`config.mk`:
```
export PLATFORM = sky130hd
export DESIGN_NAME = motor_stall_homing_sequencer_top
export DESIGN_NICKNAME = d
export VERILOG_FILES = /design/src/hdl/msh_pkg.sv /design/src/hdl/motor_stall_homing_sequencer_top.sv
export SDC_FILE = /design/constraint.sdc
export NUM_CORES = 1
export LEC_CHECK = 0
export BUFFER_PORTS_ARGS = -buffer_cell sky130_fd_sc_hd__buf_2
export CAP_MARGIN = 40
export CORE_ASPECT_RATIO = 0.9
export CORE_MARGIN = 10
export CORE_UTILIZATION = 57
export CTS_CLUSTER_SIZE = 16
export DETAILED_ROUTE_END_ITERATION = 12
export GPL_TIMING_DRIVEN = 0
export PLACE_DENSITY_LB_ADDON = 0.2
export SLEW_MARGIN = 10
export SYNTH_ARGS = -nofsm -noshare
export SYNTH_HDL_FRONTEND = slang
export SYNTH_SLANG_ARGS = --single-unit
```
`constraint.sdc`:
```
create_clock -name clk -period 7.89 [get_ports clk]
set_clock_uncertainty 0.05 [all_clocks]
set_input_delay 0.789 -clock clk [delete_from_list [all_inputs] [get_ports clk]]
set_output_delay 0.789 -clock clk [all_outputs]
set_load 0.02 [all_outputs]
```
`src/hdl/msh_pkg.sv`:
```
// ----------------------------------------------------------------------------
// msh_pkg
// Widths, limits and register indexes for the motor stall homing sequencer.
// ----------------------------------------------------------------------------
package msh_pkg;

	localparam int unsigned POSITION_BITS = 16;
	localparam int unsigned TIMER_BITS    = 12;
	localparam int unsigned LIMIT_BITS    = 5;
	localparam int unsigned SPEED_BITS    = 7;
	localparam int unsigned SAMPLE_BITS   = 8;
	localparam int unsigned PHASE_BITS    = 3;
	localparam int unsigned CFG_IDX_BITS  = 3;
	localparam int unsigned CFG_DATA_BITS = 12;

	localparam logic [SPEED_BITS-1:0] SPEED_MAX   = SPEED_BITS'(100);
	localparam logic [LIMIT_BITS-1:0] COUNT_MAX   = '1;
	localparam logic [TIMER_BITS-1:0] TIMER_MAX   = '1;

	localparam logic [LIMIT_BITS-1:0]  RST_STALL_LIMIT    = LIMIT_BITS'(20);
	localparam logic [SPEED_BITS-1:0]  RST_HOMING_SPEED   = SPEED_BITS'(70);
	localparam logic [SPEED_BITS-1:0]  RST_CENTRING_SPEED = SPEED_BITS'(60);
	localparam logic [TIMER_BITS-1:0]  RST_SETTLE_TICKS   = TIMER_BITS'(100);
	localparam logic [SAMPLE_BITS-1:0] RST_SAMPLE_TICKS   = SAMPLE_BITS'(5);
	localparam logic [TIMER_BITS-1:0]  RST_PAUSE_TICKS    = TIMER_BITS'(1000);

	localparam logic [CFG_IDX_BITS-1:0] CFG_STALL_LIMIT    = CFG_IDX_BITS'(0);
	localparam logic [CFG_IDX_BITS-1:0] CFG_HOMING_SPEED   = CFG_IDX_BITS'(1);
	localparam logic [CFG_IDX_BITS-1:0] CFG_CENTRING_SPEED = CFG_IDX_BITS'(2);
	localparam logic [CFG_IDX_BITS-1:0] CFG_SETTLE_TICKS   = CFG_IDX_BITS'(3);
	localparam logic [CFG_IDX_BITS-1:0] CFG_SAMPLE_TICKS   = CFG_IDX_BITS'(4);
	localparam logic [CFG_IDX_BITS-1:0] CFG_PAUSE_TICKS    = CFG_IDX_BITS'(5);

endpackage

```
`src/hdl/motor_stall_homing_sequencer_top.sv`:
```
// ----------------------------------------------------------------------------
// motor_stall_homing_sequencer_top
// Tick-driven homing: seek right edge by stall, pause, seek left edge and
// latch width, pause, return to the centre.
//
// channel   direction  handshake             payload
// in        input      in_valid / in_stall   start_req, position
// out       output     out_valid / out_stall motor_*, encoder_*, width, phase
// cfg       input      cfg_we                cfg_index, cfg_data
//
// One tick per clock unless the output side stalls: input register,
// combinational state update, result register.
// The input stage stalls only while a result waits in the output register
// and the output side stalls.
// Reset restores register defaults and returns the sequencer to idle.
// ----------------------------------------------------------------------------
module motor_stall_homing_sequencer_top (
	input  logic                              clk,
	input  logic                              arst_n,
	input  logic                              in_valid,
	output logic                              in_stall,
	input  logic                              start_req,
	input  logic signed [msh_pkg::POSITION_BITS-1:0] position,
	output logic                              out_valid,
	input  logic                              out_stall,
	output logic                              motor_enable,
	output logic                              motor_reverse,
	output logic [msh_pkg::SPEED_BITS-1:0]    motor_speed,
	output logic                              encoder_enable,
	output logic                              encoder_clear,
	output logic signed [msh_pkg::POSITION_BITS-1:0] measured_width,
	output logic [msh_pkg::PHASE_BITS-1:0]    phase,
	output logic                              done_res,
	input  logic                              cfg_we,
	input  logic [msh_pkg::CFG_IDX_BITS-1:0]  cfg_index,
	input  logic [msh_pkg::CFG_DATA_BITS-1:0] cfg_data
);
	import msh_pkg::*;

	typedef enum logic [PHASE_BITS-1:0] {
		PH_IDLE    = 3'd0,
		PH_SEEK_R  = 3'd1,
		PH_PAUSE_R = 3'd2,
		PH_SEEK_L  = 3'd3,
		PH_PAUSE_L = 3'd4,
		PH_CENTRE  = 3'd5,
		PH_DONE    = 3'd6
	} phase_t;

	logic [LIMIT_BITS-1:0]  stall_limit_q;
	logic [SPEED_BITS-1:0]  homing_speed_q;
	logic [SPEED_BITS-1:0]  centring_speed_q;
	logic [TIMER_BITS-1:0]  settle_ticks_q;
	logic [SAMPLE_BITS-1:0] sample_ticks_q;
	logic [TIMER_BITS-1:0]  pause_ticks_q;

	phase_t                         phase_q;
	logic [TIMER_BITS-1:0]          timer_q;
	logic [LIMIT_BITS-1:0]          count_q;
	logic [POSITION_BITS-1:0]       last_q;
	logic signed [POSITION_BITS-1:0] width_q;
	logic                           settled_q;
	logic                           enc_on_q;

	logic                           valid_s1;
	logic                           start_s1;
	logic signed [POSITION_BITS-1:0] pos_s1;

	logic                           valid_s2;
	logic                           enable_s2;
	logic                           reverse_s2;
	logic [SPEED_BITS-1:0]          speed_s2;
	logic                           enc_en_s2;
	logic                           clear_s2;
	logic signed [POSITION_BITS-1:0] width_s2;
	phase_t                         phase_s2;

	logic                           adv;
	logic                           seek;
	logic                           seek_hit;
	logic [TIMER_BITS-1:0]          tinc;
	logic [LIMIT_BITS-1:0]          cnt_next;
	logic signed [POSITION_BITS-1:0] width_adj;
	logic signed [POSITION_BITS-1:0] centre;

	phase_t                         phase_d;
	logic [TIMER_BITS-1:0]          timer_d;
	logic [LIMIT_BITS-1:0]          count_d;
	logic [POSITION_BITS-1:0]       last_d;
	logic signed [POSITION_BITS-1:0] width_d;
	logic                           settled_d;
	logic                           enc_on_d;
	logic                           clear_d;
	logic [SPEED_BITS-1:0]          speed_d;
	logic                           rev_d;

	assign adv      = !valid_s2 || !out_stall;
	assign in_stall = valid_s1 && !adv;

	always_ff @(posedge clk or negedge arst_n) begin
		if (!arst_n) begin
			stall_limit_q    <= RST_STALL_LIMIT;
			homing_speed_q   <= RST_HOMING_SPEED;
			centring_speed_q <= RST_CENTRING_SPEED;
			settle_ticks_q   <= RST_SETTLE_TICKS;
			sample_ticks_q   <= RST_SAMPLE_TICKS;
			pause_ticks_q    <= RST_PAUSE_TICKS;
		end else if (cfg_we) begin
			unique case (cfg_index)
				CFG_STALL_LIMIT:    stall_limit_q    <= cfg_data[LIMIT_BITS-1:0];
				CFG_HOMING_SPEED:   homing_speed_q   <= cfg_data[SPEED_BITS-1:0];
				CFG_CENTRING_SPEED: centring_speed_q <= cfg_data[SPEED_BITS-1:0];
				CFG_SETTLE_TICKS:   settle_ticks_q   <= cfg_data[TIMER_BITS-1:0];
				CFG_SAMPLE_TICKS:   sample_ticks_q   <= cfg_data[SAMPLE_BITS-1:0];
				CFG_PAUSE_TICKS:    pause_ticks_q    <= cfg_data[TIMER_BITS-1:0];
				default: ;
			endcase
		end
	end

	always_ff @(posedge clk or negedge arst_n) begin
		if (!arst_n) begin
			valid_s1 <= 1'b0;
		end else if (!in_stall) begin
			valid_s1 <= in_valid;
		end
	end

	always_ff @(posedge clk) begin
		if (in_valid && !in_stall) begin
			start_s1 <= start_req;
			pos_s1   <= position;
		end
	end

	assign tinc      = (timer_q == TIMER_MAX) ? timer_q : timer_q + 1'b1;
	assign cnt_next  = (pos_s1 == last_q && count_q != COUNT_MAX) ? count_q + 1'b1 : count_q;
	assign width_adj = width_q + $signed({{(POSITION_BITS-1){1'b0}}, width_q[POSITION_BITS-1]});
	assign centre    = width_adj >>> 1;
	assign seek      = (phase_q == PH_SEEK_R) || (phase_q == PH_SEEK_L);

	always_comb begin
		phase_d   = phase_q;
		timer_d   = timer_q;
		count_d   = count_q;
		last_d    = last_q;
		width_d   = width_q;
		settled_d = settled_q;
		enc_on_d  = enc_on_q;
		clear_d   = 1'b0;
		seek_hit  = 1'b0;

		if (seek) begin
			if (!settled_q) begin
				if (tinc >= settle_ticks_q) begin
					settled_d = 1'b1;
					timer_d   = '0;
				end else begin
					timer_d = tinc;
				end
			end else if (tinc < TIMER_BITS'(sample_ticks_q)) begin
				timer_d = tinc;
			end else begin
				timer_d  = '0;
				count_d  = cnt_next;
				last_d   = pos_s1;
				seek_hit = cnt_next >= stall_limit_q;
			end
		end

		unique case (phase_q)
			PH_SEEK_R: begin
				if (seek_hit) begin
					phase_d = PH_PAUSE_R;
					timer_d = '0;
					clear_d = 1'b1;
				end
			end
			PH_SEEK_L: begin
				if (seek_hit) begin
					width_d = pos_s1;
					phase_d = PH_PAUSE_L;
					timer_d = '0;
				end
			end
			PH_PAUSE_R, PH_PAUSE_L: begin
				if (tinc >= pause_ticks_q) begin
					phase_d   = (phase_q == PH_PAUSE_R) ? PH_SEEK_L : PH_CENTRE;
					timer_d   = '0;
					count_d   = '0;
					last_d    = '0;
					settled_d = 1'b0;
				end else begin
					timer_d = tinc;
				end
			end
			PH_CENTRE: begin
				if (!settled_q) begin
					timer_d = tinc;
					if (tinc >= settle_ticks_q) begin
						settled_d = 1'b1;
						if (width_q <= centre)
							phase_d = PH_DONE;
					end
				end else if (pos_s1 <= centre) begin
					phase_d = PH_DONE;
				end
			end
			default: begin
				if (phase_q != PH_DONE)
					phase_d = PH_IDLE;
				if (start_s1) begin
					enc_on_d  = 1'b1;
					phase_d   = PH_SEEK_R;
					timer_d   = '0;
					count_d   = '0;
					last_d    = '0;
					settled_d = 1'b0;
				end
			end
		endcase

		speed_d = '0;
		rev_d   = 1'b0;
		unique case (phase_d)
			PH_SEEK_R: begin
				speed_d = (homing_speed_q > SPEED_MAX) ? SPEED_MAX : homing_speed_q;
				rev_d   = 1'b1;
			end
			PH_SEEK_L: begin
				speed_d = (homing_speed_q > SPEED_MAX) ? SPEED_MAX : homing_speed_q;
			end
			PH_CENTRE: begin
				speed_d = (centring_speed_q > SPEED_MAX) ? SPEED_MAX : centring_speed_q;
				rev_d   = 1'b1;
			end
			default: ;
		endcase
	end

	always_ff @(posedge clk or negedge arst_n) begin
		if (!arst_n) begin
			phase_q   <= PH_IDLE;
			timer_q   <= '0;
			count_q   <= '0;
			last_q    <= '0;
			width_q   <= '0;
			settled_q <= 1'b0;
			enc_on_q  <= 1'b0;
			valid_s2  <= 1'b0;
		end else if (adv) begin
			valid_s2 <= valid_s1;
			if (valid_s1) begin
				phase_q   <= phase_d;
				timer_q   <= timer_d;
				count_q   <= count_d;
				last_q    <= last_d;
				width_q   <= width_d;
				settled_q <= settled_d;
				enc_on_q  <= enc_on_d;
			end
		end
	end

	always_ff @(posedge clk) begin
		if (adv && valid_s1) begin
			enable_s2  <= speed_d != '0;
			reverse_s2 <= (speed_d != '0) && rev_d;
			speed_s2   <= speed_d;
			enc_en_s2  <= enc_on_d;
			clear_s2   <= clear_d;
			width_s2   <= width_d;
			phase_s2   <= phase_d;
		end
	end

	assign out_valid      = valid_s2;
	assign motor_enable   = enable_s2;
	assign motor_reverse  = reverse_s2;
	assign motor_speed    = speed_s2;
	assign encoder_enable = enc_en_s2;
	assign encoder_clear  = clear_s2;
	assign measured_width = width_s2;
	assign phase          = phase_s2;
	assign done_res       = phase_s2 == PH_DONE;

	a_clear_in_pause: assert property (@(posedge clk) disable iff (!arst_n)
		out_valid && encoder_clear |-> phase == PH_PAUSE_R)
		else $error("encoder clear outside right-edge stop");

	a_reverse_needs_enable: assert property (@(posedge clk) disable iff (!arst_n)
		out_valid && motor_reverse |-> motor_enable)
		else $error("reverse without enable");

	a_speed_clamped: assert property (@(posedge clk) disable iff (!arst_n)
		out_valid |-> motor_speed <= SPEED_MAX)
		else $error("speed above clamp");

	a_stall_only_full: assert property (@(posedge clk) disable iff (!arst_n)
		in_stall |-> valid_s1 && valid_s2 && out_stall)
		else $error("input stalled without a blocked result");

	a_state_holds: assert property (@(posedge clk) disable iff (!arst_n)
		!valid_s1 |=> $stable(phase_q) && $stable(width_q))
		else $error("state moved without a tick");

endmodule

```
==> metrics.txt <==
Setup WS pre-CTS 2.873 ns; reg2reg setup slack 2.79 ns; max_slew headroom 41.04%; Power Dens Cells around 230 mW/mm^2; top cells by count, synth nand2_1 (105), dfrtp_1 (87), ha_1 (69); Num Clock Sinks 154; Avg Inst Size Synth 10.99 sq um; Residual DRC 0; Pre-antenna DRT Iters 5; via count 6511; area delta synth->final 14.53%; Initial Util 58.41%; Yosys top cell area share between 20% and 30%; leakage power 4.527 nW; clock slew at reported path FFs around 0.070 ns; Setup violations, final 0; fraction of layout cells with a size suffix above 1 23.17%; crit-path max cell delay around 0.5 ns; routed len/inst 19.05 um; fin. max-slew vios 0; outcome complete, no violations; Worst Setup End Kind flop; Worst Tran Pin Value 0.8776 ns; Yosys top cell by area dfrtp_1; HP Class in2async; Yosys cell types 73; Setup Buffers After CTS 0; fin util 66.90%; Tcrit/Tclk final 64.66%; # resized after CTS 0; fillcell total roughly 1100; Synth area leaders dfrtp_1 (25%), edfxtp_1 (16%), ha_1 (10%), mux2_2 (7.2%), dfstp_2 (6.1%); Tot GR Track Use between 20% and 30%; ys flop type dfrtp_1; Die Y between 100 and 150 um; final wirelength between 20 and 25 mm; reg2reg end count_q[2]; Post-Synth Adder-Cell Area 10.01%; Rows 42; Num CTS Buffers 17; Fin. Hold Viols 0; initial antenna violation count 0; post-synthesis sequential area ratio roughly 48%; CP max stage cell or4_4; largest family of logic cells by synthesized area simple AND/OR/NAND/NOR gates; Reg2Reg Depth 17; vias in the first global route 6740; width of the die approximately 150 um; CP startpoint kind flop; post-route ant nets 0; Net Count, Synth between 800 and 900; Ys Warns 0; Netlist Area Pre-Place ~0.0086 sq mm; number of flops mapped to enable cells by yosys 47; fin nets 982; #FFs+latches synth 154; Die Area a little over 0.02 sq mm; port bufs 69; Simple-Gate Fraction of Synth Area 13.33%; core area 0.01477 sq mm; n_diodes 0; Post-synth ARST share 69.48%; Congestion Overflow GR 0; fmax 0.1960 GHz; area fraction in compound gates after synthesis 13.19%; Synth Instances 785; hpwl dp 15.19 mm; drt initial violations about 460; max-cap violation count 0; IO Pins 70; r2r startpoint timer_q[0]; worst-path maximum fanout 10; Tmin final 5.102 ns; later-pin clock latency in the skew report 0.44 ns; CP Data Required Time 8.21 ns; maximum clock path buffer count 2; critical-path cell list ha_1 -> nand4_1 -> or4_4 -> clkbuf_1 -> nand4_1 -> xnor2_1 -> ha_1 -> a21o_1 -> a21oi_1 -> o21ai_0 -> a41oi_1 -> nor3_1 -> or3_1 -> clkbuf_1 -> o21ai_2 -> buf_2 -> a22o_1; first-pass GRT wire length approximately 34 mm; Hold Buf Count CTS 0; RSZ-0062 raised after global routing no; mux contribution to synthesized area 8.050%; routability cong. 0.9591; Data arrival, critical path 5.42 ns; Setup Total Neg Slack 0 ns; PnR worst setup slack 2.788 ns; H-tree depth 4; largest net degree at the start of global routing 73; CP Class reg2reg; vias per cell 5.990; xor-xnor portion of the synthesized cell area 4.149%; TritonCTS clock tree built; VDD IR max 0.1881 mV; most frequent cell after synthesis nand2_1; root buf cell clkbuf_16
## sequential cells by signal (all words and copies together), names as in the netlist, 8 cells and up
signal / cells
pause_ticks_q: 12
width_q: 16
pos_s1: 16
settle_ticks_q: 12
measured_width: 16
timer_q: 12
sample_ticks_q: 8
last_q: 16
## final cells by class
type / count / area (sq um) / share of cell area (%)
Buffer: 26 / 111.4 / 1.127
Clock buffer: 17 / 425.4 / 4.306
Sequential cell: 154 / 4114 / 41.64
Timing Repair Buffer: 72 / 404.1 / 4.091
Tap cell: 198 / 247.7 / 2.508
Multi-Input combinational cell: 552 / 4203 / 42.54
Inverter: 53 / 198.9 / 2.014
Clock inverter: 15 / 175.2 / 1.773
## worst max-delay path, delay by kind of cell (launching register included)
family / cells / cell delay (ns)
buffers and inverters: 3 / 0.79
adders and majority gates: 2 / 0.60
and+or+nand+nor: 5 / 1.34
xor gates and xnor gates: 1 / 0.24
AOI/OAI and AO/OA: 6 / 1.54
DFF: 1 / 0.47
## cells by family (layout without fill, tap and decap cells)
group           count (synthesis)  count (layout)
compound gates                154             154
simple gates                  227             227
xor+xnor                       40              40
mux                            62              62
flops                         154             154
buf+inv                        79             183
fa+ha+maj                      69              69
## placed cells by master (no fill, tap or decap), types with 24 or more instances in the layout
master / instances
nand2_1: 105
dfrtp_1: 87
buf_2: 74
ha_1: 69
mux2_2: 55
inv_1: 51
edfxtp_1: 47
o21ai_0: 37
a22o_1: 30
nand3_1: 24
## routing by layer
layer | global-route usage, % | part of all wire [%] | up-vias
met2 | 33.55 | 48 | 182
met5 | 0 | 0 | -
met1 | 27.00 | 44 | 3237
met4 | 7.929 | 2.0 | 0
met3 | 5.051 | 5.7 | 32
li1 | - | - | 3060
## power breakdown
part	switching [mW]	internal (mW)	total [mW]
Combinational	0.263	0.189	0.452
Sequential	0.0703	0.941	1.01
Clock	0.368	0.478	0.847
Total	0.701	1.61	2.31
## worst max-delay path by stage
stage / to / cells past startpoint / from / slack [ns]
6_report: count_q[2] / 17 / timer_q[0] / 2.79
3_3_place_gp: last_q[11] / 17 / timer_q[0] / 3.00
3_5_place_dp: count_q[2] / 17 / timer_q[0] / 2.87
2_1_floorplan: last_q[10] / 17 / timer_q[0] / 3.88
5_1_grt: count_q[2] / 17 / timer_q[0] / 2.39
4_1_cts: count_q[2] / 17 / timer_q[0] / 2.80
## per-stage QoR
step                      cell area, sq um  std cells  hold slack (ns)  power (mW)
after CTS                             9859       1086           0.2076       2.316
after detailed placement              9259       1054           0.3904       1.472
after global routing                  9879       1087           0.2216       2.421
after global placement                9219       1052           0.3813       1.436
after floorplan                       8626        785           0.3704       1.319
final                                 9879       1087           0.1986       2.310
No activity file was read; power rests on OpenSTA's default activity.
